File: src/hdl/steering_distance_speed_limiter_top_assert.svh
// assertion macros for the steering and distance speed limiter
// no dependencies; included by steering_distance_speed_limiter_top.sv
`ifndef STEERING_DISTANCE_SPEED_LIMITER_TOP_ASSERT_SVH
`define STEERING_DISTANCE_SPEED_LIMITER_TOP_ASSERT_SVH

`ifndef SYNTHESIS

`define SDSL_ASSERT_IMPLY(label, clk, rst, ante, cons) \
   label: assert property (@(posedge clk) disable iff (rst) (ante) |-> (cons)) \
      else $error("sdsl assertion failed: same-cycle implication");

`define SDSL_ASSERT_NEXT(label, clk, rst, ante, cons) \
   label: assert property (@(posedge clk) disable iff (rst) (ante) |=> (cons)) \
      else $error("sdsl assertion failed: next-cycle implication");

`else

`define SDSL_ASSERT_IMPLY(label, clk, rst, ante, cons)

`define SDSL_ASSERT_NEXT(label, clk, rst, ante, cons)

`endif

`endif

File: src/hdl/sdsl_pkg.sv
`timescale 1ns / 1ps
// types and constants of the steering and distance speed limiter
// no dependencies; used by steering_distance_speed_limiter_top
package sdsl_pkg;

   localparam int unsigned ANGLE_W  = 12;
   localparam int unsigned DIST_W   = 13;
   localparam int unsigned PULSE_W  = 12;
   localparam int unsigned DZ_W     = 10;
   localparam int unsigned QUO_W    = 17;
   localparam int unsigned ROOT_W   = 9;
   localparam int unsigned SQ_W     = 18;
   localparam int unsigned SPROD_W  = 23;
   localparam int unsigned DPROD_W  = 25;
   localparam int unsigned DQ_W     = 12;
   localparam int unsigned CSR_AW   = 5;
   localparam int unsigned REQ_DW   = 32;
   localparam int unsigned RSP_DW   = 16;

   // pipeline stage map
   localparam int unsigned STG_PREP      = 0;
   localparam int unsigned STG_MUL       = 1;
   localparam int unsigned STG_DDIV_LAST = 13;
   localparam int unsigned STG_DFIN      = 14;
   localparam int unsigned STG_SDIV_LAST = 17;
   localparam int unsigned STG_SQ_FIRST  = 18;
   localparam int unsigned STG_SQ_LAST   = 26;
   localparam int unsigned STG_SMUL      = 27;
   localparam int unsigned STG_SFIN      = 28;
   localparam int unsigned STG_OUT       = 29;
   localparam int unsigned NUM_STAGES    = 30;

   typedef enum logic [2:0] {
      REG_LINK_ENABLE,
      REG_TOP_SPEED,
      REG_CORNER_SPEED,
      REG_STEER_DEADZONE,
      REG_STEER_MAX,
      REG_SLOW_THRESHOLD,
      REG_EMERGENCY_THRESHOLD,
      REG_RELIABLE_RANGE
   } reg_idx_type;

   typedef enum logic [1:0] {
      DIST_NONE,
      DIST_CORNER,
      DIST_INTERP
   } dist_mode_type;

   typedef struct packed {
      logic                       steer_on;
      logic                       span_empty;
      logic [DZ_W-1:0]            s_den;
      logic [DZ_W-1:0]            s_rem;
      logic [QUO_W-1:0]           s_quo;
      logic [SQ_W-1:0]            q_x;
      logic [SQ_W-1:0]            q_r;
      logic signed [SPROD_W-1:0]  s_prod;
      logic [PULSE_W-1:0]         from_steer;
      dist_mode_type              d_mode;
      logic [DIST_W-1:0]          d_num;
      logic [DIST_W-1:0]          d_den;
      logic [DIST_W-1:0]          d_rem;
      logic [DQ_W-1:0]            d_lo;
      logic                       d_neg;
      logic [PULSE_W-1:0]         from_dist;
      logic [PULSE_W-1:0]         pulse;
   } pipe_type;

endpackage

File: src/hdl/steering_distance_speed_limiter_top.sv
`timescale 1ns / 1ps
// steering and distance speed limiter, top level with csr block and pipeline
// depends on sdsl_pkg and steering_distance_speed_limiter_top_assert.svh
`include "steering_distance_speed_limiter_top_assert.svh"

// Takes one word per clock while req_tready is high (steer angle and front
// distance in req_tdata, the distance valid flag in req_tuser) and returns one
// ESC pulse word per input word, in order, from the last pipeline stage. The
// pipeline length is set by the 17-stage restoring divider for the steering
// ratio followed by the 9-stage square root, one bit per stage; the distance
// path (multiplier and 12-stage divider) runs beside them. The whole pipeline
// advances together: while the output word waits, req_tready is low. Registers
// are written through the csr port and must only change while no word is in flight.
module steering_distance_speed_limiter_top (
   input  logic                         clock,
   input  logic                         reset,
   // tdata: steer_angle [11:0], fwd_range [24:12], zero fill [31:25]
   input  logic [sdsl_pkg::REQ_DW-1:0]  req_tdata,
   // tuser: front_valid [0]
   input  logic                         req_tuser,
   input  logic                         req_tvalid,
   output logic                         req_tready,
   // tdata: speed_pulse [11:0], zero fill [15:12]
   output logic [sdsl_pkg::RSP_DW-1:0]  rsp_tdata,
   output logic                         rsp_tvalid,
   input  logic                         rsp_tready,
   input  logic                         csr_psel,
   input  logic                         csr_penable,
   input  logic                         csr_pwrite,
   input  logic [sdsl_pkg::CSR_AW-1:0]  csr_paddr,
   input  logic [31:0]                  csr_pwdata,
   output logic [31:0]                  csr_prdata,
   output logic                         csr_pready
);

   localparam int unsigned N = sdsl_pkg::NUM_STAGES;

   // ---------------- configuration registers ----------------
   logic                          link_enable_ff;
   logic [sdsl_pkg::PULSE_W-1:0]  top_speed_ff;
   logic [sdsl_pkg::PULSE_W-1:0]  corner_speed_ff;
   logic [sdsl_pkg::DZ_W-1:0]     steer_deadzone_ff;
   logic [sdsl_pkg::DZ_W-1:0]     steer_max_ff;
   logic [sdsl_pkg::DIST_W-1:0]   slow_threshold_ff;
   logic [sdsl_pkg::DIST_W-1:0]   emergency_threshold_ff;
   logic [sdsl_pkg::DIST_W-1:0]   reliable_range_ff;

   logic                   csr_wr;
   sdsl_pkg::reg_idx_type  csr_idx;

   assign csr_pready = 1'b1;
   assign csr_wr     = csr_psel & csr_penable & csr_pwrite & csr_pready;
   assign csr_idx    = sdsl_pkg::reg_idx_type'(csr_paddr[4:2]);

   always_ff @(posedge clock) begin
      if (reset) begin
         link_enable_ff         <= 1'b1;
         top_speed_ff           <= 12'd1600;
         corner_speed_ff        <= 12'd1550;
         steer_deadzone_ff      <= 10'd50;
         steer_max_ff           <= 10'd300;
         slow_threshold_ff      <= 13'd1000;
         emergency_threshold_ff <= 13'd300;
         reliable_range_ff      <= 13'd3000;
      end else if (csr_wr) begin
         unique case (csr_idx)
            sdsl_pkg::REG_LINK_ENABLE:         link_enable_ff <= csr_pwdata[0];
            sdsl_pkg::REG_TOP_SPEED:           top_speed_ff <= csr_pwdata[11:0];
            sdsl_pkg::REG_CORNER_SPEED:        corner_speed_ff <= csr_pwdata[11:0];
            sdsl_pkg::REG_STEER_DEADZONE:      steer_deadzone_ff <= csr_pwdata[9:0];
            sdsl_pkg::REG_STEER_MAX:           steer_max_ff <= csr_pwdata[9:0];
            sdsl_pkg::REG_SLOW_THRESHOLD:      slow_threshold_ff <= csr_pwdata[12:0];
            sdsl_pkg::REG_EMERGENCY_THRESHOLD: emergency_threshold_ff <= csr_pwdata[12:0];
            sdsl_pkg::REG_RELIABLE_RANGE:      reliable_range_ff <= csr_pwdata[12:0];
         endcase
      end
   end

   always_comb begin
      unique case (csr_idx)
         sdsl_pkg::REG_LINK_ENABLE:         csr_prdata = {31'd0, link_enable_ff};
         sdsl_pkg::REG_TOP_SPEED:           csr_prdata = {20'd0, top_speed_ff};
         sdsl_pkg::REG_CORNER_SPEED:        csr_prdata = {20'd0, corner_speed_ff};
         sdsl_pkg::REG_STEER_DEADZONE:      csr_prdata = {22'd0, steer_deadzone_ff};
         sdsl_pkg::REG_STEER_MAX:           csr_prdata = {22'd0, steer_max_ff};
         sdsl_pkg::REG_SLOW_THRESHOLD:      csr_prdata = {19'd0, slow_threshold_ff};
         sdsl_pkg::REG_EMERGENCY_THRESHOLD: csr_prdata = {19'd0, emergency_threshold_ff};
         sdsl_pkg::REG_RELIABLE_RANGE:      csr_prdata = {19'd0, reliable_range_ff};
      endcase
   end

   // shared signed terms from the configuration
   logic signed [12:0] delta;
   logic signed [13:0] top_s;

   assign delta = $signed({1'b0, corner_speed_ff}) - $signed({1'b0, top_speed_ff});
   assign top_s = $signed({2'b00, top_speed_ff});

   // ---------------- pipeline ----------------
   logic [N-1:0]        vld_ff;
   logic [N-1:0]        vld_in;
   sdsl_pkg::pipe_type  pipe_ff [N];
   sdsl_pkg::pipe_type  pipe_in [N];
   sdsl_pkg::pipe_type  prep_in;
   logic                adv;

   assign adv        = !vld_ff[N-1] || rsp_tready;
   assign req_tready = adv;
   assign vld_in     = {vld_ff[N-2:0], req_tvalid};

   // input stage: magnitude, clamped excess, distance selection
   logic [11:0]                  ang;
   logic [11:0]                  mag;
   logic [11:0]                  excess;
   logic [sdsl_pkg::DZ_W-1:0]    span;
   logic [sdsl_pkg::DIST_W-1:0]  fwd_range;

   always_comb begin
      ang       = req_tdata[11:0];
      mag       = ang[11] ? (~ang + 12'd1) : ang;
      excess    = mag - {2'b00, steer_deadzone_ff};
      span      = steer_max_ff - steer_deadzone_ff;
      fwd_range = req_tuser ? req_tdata[24:12] : reliable_range_ff;

      prep_in            = '0;
      prep_in.steer_on   = mag > {2'b00, steer_deadzone_ff};
      prep_in.span_empty = steer_max_ff <= steer_deadzone_ff;
      prep_in.s_den      = span;
      prep_in.s_rem      = (excess > {2'b00, span}) ? span : excess[9:0];
      prep_in.d_num      = slow_threshold_ff - fwd_range;
      prep_in.d_den      = slow_threshold_ff - emergency_threshold_ff;
      if (fwd_range >= slow_threshold_ff) begin
         prep_in.d_mode = sdsl_pkg::DIST_NONE;
      end else if (fwd_range <= emergency_threshold_ff) begin
         prep_in.d_mode = sdsl_pkg::DIST_CORNER;
      end else begin
         prep_in.d_mode = sdsl_pkg::DIST_INTERP;
      end
   end

   // later stages, each one step of its unit
   always_comb begin
      logic [sdsl_pkg::DPROD_W-1:0]  dprod;
      logic [11:0]                   dmag;
      logic [10:0]                   st;
      logic                          sge;
      logic [sdsl_pkg::DIST_W:0]     dt;
      logic                          dge;
      logic [sdsl_pkg::SQ_W-1:0]     sq_bit;
      logic [sdsl_pkg::SQ_W-1:0]     sq_xi;
      logic [sdsl_pkg::SQ_W-1:0]     sq_ri;
      logic [sdsl_pkg::SQ_W-1:0]     sq_trial;
      logic [sdsl_pkg::ROOT_W:0]     root;
      logic signed [sdsl_pkg::SPROD_W-1:0] sadj;
      logic signed [sdsl_pkg::SPROD_W-1:0] sq8;
      logic signed [13:0]            dq;
      logic signed [13:0]            sum;

      pipe_in[sdsl_pkg::STG_PREP] = prep_in;

      for (int s = 1; s < N; s++) begin
         dprod    = '0;
         dmag     = '0;
         st       = '0;
         sge      = 1'b0;
         dt       = '0;
         dge      = 1'b0;
         sq_bit   = '0;
         sq_xi    = '0;
         sq_ri    = '0;
         sq_trial = '0;
         root     = '0;
         sadj     = '0;
         sq8      = '0;
         dq       = '0;
         sum      = '0;
         pipe_in[s] = pipe_ff[s-1];

         if (s == sdsl_pkg::STG_MUL) begin
            // steering quotient top bit; |delta| * num for the distance path
            sge = pipe_ff[s-1].s_rem >= pipe_ff[s-1].s_den;
            pipe_in[s].s_rem = sge ? (pipe_ff[s-1].s_rem - pipe_ff[s-1].s_den)
                                   : pipe_ff[s-1].s_rem;
            pipe_in[s].s_quo = {16'd0, sge};
            dmag  = delta[12] ? 12'(-delta) : 12'(delta);
            dprod = sdsl_pkg::DPROD_W'(dmag) * sdsl_pkg::DPROD_W'(pipe_ff[s-1].d_num);
            pipe_in[s].d_neg = delta[12];
            pipe_in[s].d_rem = dprod[24:12];
            pipe_in[s].d_lo  = dprod[11:0];
         end

         if (s > sdsl_pkg::STG_MUL && s <= sdsl_pkg::STG_SDIV_LAST) begin
            st  = {pipe_ff[s-1].s_rem, 1'b0};
            sge = st >= {1'b0, pipe_ff[s-1].s_den};
            pipe_in[s].s_rem = sge ? 10'(st - {1'b0, pipe_ff[s-1].s_den}) : st[9:0];
            pipe_in[s].s_quo = {pipe_ff[s-1].s_quo[15:0], sge};
         end

         if (s > sdsl_pkg::STG_MUL && s <= sdsl_pkg::STG_DDIV_LAST) begin
            // remainder and dividend low bits shift together, quotient enters at lsb
            dt  = {pipe_ff[s-1].d_rem, pipe_ff[s-1].d_lo[11]};
            dge = dt >= {1'b0, pipe_ff[s-1].d_den};
            pipe_in[s].d_rem = dge ? 13'(dt - {1'b0, pipe_ff[s-1].d_den}) : dt[12:0];
            pipe_in[s].d_lo  = {pipe_ff[s-1].d_lo[10:0], dge};
         end

         if (s == sdsl_pkg::STG_DFIN) begin
            dq  = $signed({2'b00, pipe_ff[s-1].d_lo});
            dq  = pipe_ff[s-1].d_neg ? -dq : dq;
            sum = top_s + dq;
            unique case (pipe_ff[s-1].d_mode)
               sdsl_pkg::DIST_CORNER: pipe_in[s].from_dist = corner_speed_ff;
               sdsl_pkg::DIST_INTERP: pipe_in[s].from_dist = sum[11:0];
               default:               pipe_in[s].from_dist = top_speed_ff;
            endcase
         end

         if (s >= sdsl_pkg::STG_SQ_FIRST && s <= sdsl_pkg::STG_SQ_LAST) begin
            sq_bit = sdsl_pkg::SQ_W'(32'd1 << (2 * (sdsl_pkg::STG_SQ_LAST - s)));
            if (s == sdsl_pkg::STG_SQ_FIRST) begin
               sq_xi = {1'b0, pipe_ff[s-1].s_quo};
               sq_ri = '0;
            end else begin
               sq_xi = pipe_ff[s-1].q_x;
               sq_ri = pipe_ff[s-1].q_r;
            end
            sq_trial = sq_ri + sq_bit;
            if (sq_xi >= sq_trial) begin
               pipe_in[s].q_x = sq_xi - sq_trial;
               pipe_in[s].q_r = (sq_ri >> 1) + sq_bit;
            end else begin
               pipe_in[s].q_x = sq_xi;
               pipe_in[s].q_r = sq_ri >> 1;
            end
         end

         if (s == sdsl_pkg::STG_SMUL) begin
            if (!pipe_ff[s-1].steer_on) begin
               root = '0;
            end else if (pipe_ff[s-1].span_empty) begin
               root = 10'd256;
            end else begin
               root = {1'b0, pipe_ff[s-1].q_r[8:0]};
            end
            pipe_in[s].s_prod = sdsl_pkg::SPROD_W'(delta) * sdsl_pkg::SPROD_W'($signed(root));
         end

         if (s == sdsl_pkg::STG_SFIN) begin
            // divide by 256 truncating toward zero
            sadj = pipe_ff[s-1].s_prod[sdsl_pkg::SPROD_W-1] ?
                   (pipe_ff[s-1].s_prod + 23'sd255) : pipe_ff[s-1].s_prod;
            sq8  = sadj >>> 8;
            sum  = top_s + sq8[13:0];
            pipe_in[s].from_steer = sum[11:0];
         end

         if (s == sdsl_pkg::STG_OUT) begin
            if (!link_enable_ff) begin
               pipe_in[s].pulse = top_speed_ff;
            end else if (pipe_ff[s-1].from_steer < pipe_ff[s-1].from_dist) begin
               pipe_in[s].pulse = pipe_ff[s-1].from_steer;
            end else begin
               pipe_in[s].pulse = pipe_ff[s-1].from_dist;
            end
         end
      end
   end

   always_ff @(posedge clock) begin
      if (reset) begin
         vld_ff <= '0;
      end else if (adv) begin
         vld_ff <= vld_in;
      end
   end

   always_ff @(posedge clock) begin
      if (adv) begin
         pipe_ff <= pipe_in;
      end
   end

   assign rsp_tvalid = vld_ff[N-1];
   assign rsp_tdata  = {4'd0, pipe_ff[N-1].pulse};

   // ---------------- checks ----------------
   // a stalled pipeline keeps every word where it is
   `SDSL_ASSERT_NEXT(a_stall_holds_valid, clock, reset, !adv, $stable(vld_ff))
   // a waiting result word blocks the input side
   `SDSL_ASSERT_IMPLY(a_stall_blocks_input, clock, reset, rsp_tvalid && !rsp_tready, !req_tready)
   // clamped ratio is at most one, so the root is at most 256
   `SDSL_ASSERT_IMPLY(a_root_range, clock, reset, vld_ff[sdsl_pkg::STG_SQ_LAST] && pipe_ff[sdsl_pkg::STG_SQ_LAST].steer_on && !pipe_ff[sdsl_pkg::STG_SQ_LAST].span_empty, pipe_ff[sdsl_pkg::STG_SQ_LAST].q_r <= 18'd256)
   // distance divider leaves a proper remainder
   `SDSL_ASSERT_IMPLY(a_dist_rem, clock, reset, vld_ff[sdsl_pkg::STG_DDIV_LAST] && pipe_ff[sdsl_pkg::STG_DDIV_LAST].d_mode == sdsl_pkg::DIST_INTERP, pipe_ff[sdsl_pkg::STG_DDIV_LAST].d_rem < pipe_ff[sdsl_pkg::STG_DDIV_LAST].d_den)

endmodule
File: config.mk
export PLATFORM = sky130hd
export DESIGN_NAME = steering_distance_speed_limiter_top
export DESIGN_NICKNAME = d
export VERILOG_FILES = /design/src/hdl/sdsl_pkg.sv /design/src/hdl/steering_distance_speed_limiter_top.sv
export VERILOG_INCLUDE_DIRS = /design/src /design/src/hdl
export SDC_FILE = /design/constraint.sdc
export NUM_CORES = 2
export LEC_CHECK = 0
export BUFFER_PORTS_ARGS = -buffer_cell sky130_fd_sc_hd__buf_4
export CAP_MARGIN = 30
export CORE_MARGIN = 2
export CORE_UTILIZATION = 40
export DETAILED_ROUTE_END_ITERATION = 7
export HOLD_SLACK_MARGIN = 0.02
export PLACE_DENSITY = 0.62
export SYNTH_ARGS = -nofsm -noshare
export SYNTH_HDL_FRONTEND = slang
export SYNTH_SLANG_ARGS = --single-unit
File: constraint.sdc
create_clock -name clock -period 63.5 [get_ports clock]
set_input_delay 12.7 -clock clock [delete_from_list [all_inputs] [get_ports clock]]
set_output_delay 12.7 -clock clock [all_outputs]
set_load 0.005 [all_outputs]
==> results.txt <==
----------------------------------------------------
[Clock tree]
  Total clock buffers created by CTS ... 166
  Number of levels the H-tree was split into ... 4
  Count of clock tree sinks ... around 1.6k
  Buffer cell driving the clock tree root ... clkbuf_16
  Clock transition time at the flip-flop clock pins of the worst setup and hold paths ... around 0.06 ns
  Number of buffers added to fix hold violations after cts ... 0
  Clock network latency to the later pin of the worst-skew pair ... ~0.80 ns
  Number of buffers on the longest clock path ... 3
  Setup repair bufs after CTS ... 0
  TritonCTS clock tree ... built
  Post-CTS Resized ... 0

[Timing]
  Max-slew violation total from the final report ... 0
  Min cycle time layout ... around 27 ns
  Setup repair after global routing missed its margin ... no
  Slew at the pin with the worst max-slew slack ... slightly above 1 ns
  Final Hold Viols ... 0
  Final setup violation count ... 0
  Skew final ... between 0.02 and 0.025 ns
  Relative slew margins ... 0.307
  Share of the clock period used by the worst path ... 0.427
  Setup_tns ... 0 ns
  Max Clock Freq ... ~0.037 GHz

[Final layout]
  Total area of sequential cells ... roughly 47000 um^2
  Core utilization of the finished layout ... 0.447
  Multi-input gate area ... 34200 um^2
  Signed area change from the synthesized netlist to the final layout ... 11.2%
  Layout net count ... approximately 8k
  Fraction of layout cells with a size suffix above 1 ... 0.0876
  Filler cell count in the final layout ... between 15k and 20k

[Logic synthesis]
  Xor and xnor fraction of the mapped netlist area ... 0.0395
  Simple-Gate Fraction of Synth Area ... 0.0866
  Post-synthesis share of cell area spent on full adders, half adders and majority gates ... 0.147
  Unique cell type count in the Yosys netlist ... 80
  Compound-Gate Fraction of Synth Area ... 0.0915
  Synthesized area per cell ... between 10 and 15 um^2
  YS warnings ... 0
  Number of flops mapped to enable cells by yosys ... roughly 1.5k
  Flops & latches, synth ... 1610
  Async set or reset register ratio after synthesis ... 0
  Netlist Area Pre-Place ... 85300 um^2
  Main combinational cell family by area after synthesis ... adder cells
  Post-synthesis cell count ... a little under 7k
  Mux contribution to synthesized area ... 0.0349
  Sequential cell area fraction in the yosys report ... 0.553
  Main synth FF type ... edfxtp_1

[Critical path]
  Data arrival time of the critical path ... between 10 and 15 ns
  Crit Path Max Fanout ... 32
  Top cell family by delay on the critical path ... simple AND/OR/NAND/NOR gates
  Critical path class ... input pin to primary output
  Sort of element at the start of the critical path ... input pin
  Critical path data required time ... ~51 ns
  Critical path buffer and inverter count ... 2
  Cell repeated most along the worst path ... buf_4
  Critical-path cell list ... buf_4 > nor2b_1 > a221oi_1 > a21oi_1 > buf_4
  Largest incremental delay on the critical path ... between 0.6 and 0.7 ns
  Crit path max-delay cell type ... nor2b_1
  Endpoint class of the critical path ... primary output

[Detailed routing]
  DRC violations left ... 1
  Number of optimization iterations in the first detailed-route pass ... 8
  Wire length after detailed routing ... roughly 160000 um
  Vias per cell ... about 5.1
  Number of DRC markers after the initial detailed-route iteration ... approximately 3.3k
  Wirelength per Cell ... between 15 and 20 um
  Routed vias ... 50.8k
  Antenna viol nets, final ... 0

[Placement]
  IO Port Bufs ... 75
  Routability congestion estimate ... 0.904
  HPWL after DPL ... between 100000 and 150000 um

[Worst hold path]
  Min-Delay Path Class ... register to register

[Die]
  Ports placed on the boundary ... around 130
  Number of placement rows ... 169
  Vertical extent of the die ... about 470 um
  Area of the die ... 217000 um^2
  Die width ... about 470 um
  Starting Density ... 0.402
  Area of the placeable core ... 212000 um^2

[Global routing]
  Vias in the first global route ... 51.6k
  Global-route wire length before repair ... around 270000 um
  Largest net degree at the start of global routing ... 168
  Total congestion overflow ... 0
  Tot GR Track Use ... 0.151
  Antenna violations before repair ... 4

[Status]
  Result of the run ... complete, but fails checks
  Violated checks ... DRC

[Run]
  Max-cap check violation count ... 0

----------------------------------------------------
[per-stage QoR]
step	setup WS [ns]	hold WS, ns	std cells	area (um^2)
finish	36.39	0.401	10000	94800
global route	36.20	0.396	10000	94800
CTS	36.41	0.400	10000	94700
detailed placement	36.41	0.405	9723	89200
global placement	36.42	0.400	9710	89100
floorplan	19.40	0.400	6942	85400
[metal layers]
layer  vias up  GRT usage  wire length, um
met2      1015      0.265            80800
met5         -          0                0
met1     24700      0.191            71700
li1      24800          -                -
met4         0     0.0499             4640
met3       296     0.0233             7090
[logic make-up after synthesis]
group / after synthesis
DFF: 1610
muxes: 261
other: 2
and+or+nand+nor: 1570
buffers and inverters: 1040
xor gates and xnor gates: 384
AOI/OAI and AO/OA: 1199
adders and majority gates: 852
[registers in the layout, indices dropped and copies added (netlist names)]
name	cells
rsp_tdata	12
steer_deadzone_ff	10
top_speed_ff	12
emergency_threshold_ff	13
vld_ff	30
reliable_range_ff	13
slow_threshold_ff	13
steer_max_ff	10
link_enable_ff	1
pipe_ff	1484
corner_speed_ff	12
[synth_stat cells, types with 39 or more instances]
cell | n | area share
nand2b_1 | 101 | 0.0074
and2_1 | 67 | 0.0049
nor3_1 | 108 | 0.0063
mux2_2 | 179 | 0.024
a21oi_1 | 323 | 0.019
nand2_1 | 471 | 0.021
clkbuf_1 | 120 | 0.0053
a21boi_0 | 39 | 0.0034
a21o_1 | 115 | 0.010
xor2_1 | 129 | 0.013
fa_1 | 245 | 0.057
a211oi_1 | 41 | 0.0036
nor2_1 | 446 | 0.020
ha_1 | 607 | 0.089
xnor2_1 | 254 | 0.026
inv_1 | 873 | 0.038
a211o_1 | 57 | 0.0059
nand4_1 | 59 | 0.0043
nand3_1 | 66 | 0.0039
nor2b_1 | 137 | 0.010
o21ai_0 | 278 | 0.016
dfxtp_1 | 114 | 0.027
o21a_1 | 102 | 0.0090
mux2i_1 | 70 | 0.0082
edfxtp_1 | 1496 | 0.53
[worst paths after layout]
path	startpoint	to	slack [ns]	cells past startpoint
worst max-delay path	csr_paddr[2]	csr_prdata[7]	36.39	5
worst min-delay path	pipe_ff[3649]$_DFFE_PP_	pipe_ff[3461]$_DFFE_PP_	0.40	0
worst min register to register	pipe_ff[3649]$_DFFE_PP_	pipe_ff[3461]$_DFFE_PP_	0.40	0
worst max register to register	top_speed_ff[4]$_SDFFE_PP0P_	pipe_ff[5310]$_DFFE_PP_	53.86	26
[layout make-up]
type / count / area share
Timing Repair Buffer: 133 / 0.0125
Inverter: 873 / 0.0346
Sequential cell: 1610 / 0.498
Tap cell: 2821 / 0.0372
Clock buffer: 201 / 0.0454
Multi-Input combinational cell: 4292 / 0.360
Clock inverter: 103 / 0.0119
Antenna cell: 1 / 0.0000264
[cells in the final DEF, fill, tap and decap left out, types with 35 or more instances in the layout]
cell	instances
mux2i_1	70
a211oi_1	41
o21a_1	102
xnor2_1	254
inv_1	872
dfxtp_1	114
a21oi_1	322
xor2_1	129
nand3_1	66
a21boi_0	39
a221oi_1	35
ha_1	607
a211o_1	57
nand2b_1	101
o31ai_1	35
fa_1	245
o21ai_0	277
nor3_1	107
nand4_1	59
edfxtp_1	1496
a21o_1	115
nor2_1	446
nor2b_1	136
buf_4	123
nand2_1	471
mux2_2	179
and2_1	67
clkbuf_16	167
Power is not shown: default switching activity piles up to over one toggle a cycle in this logic, so the estimate is an artifact.
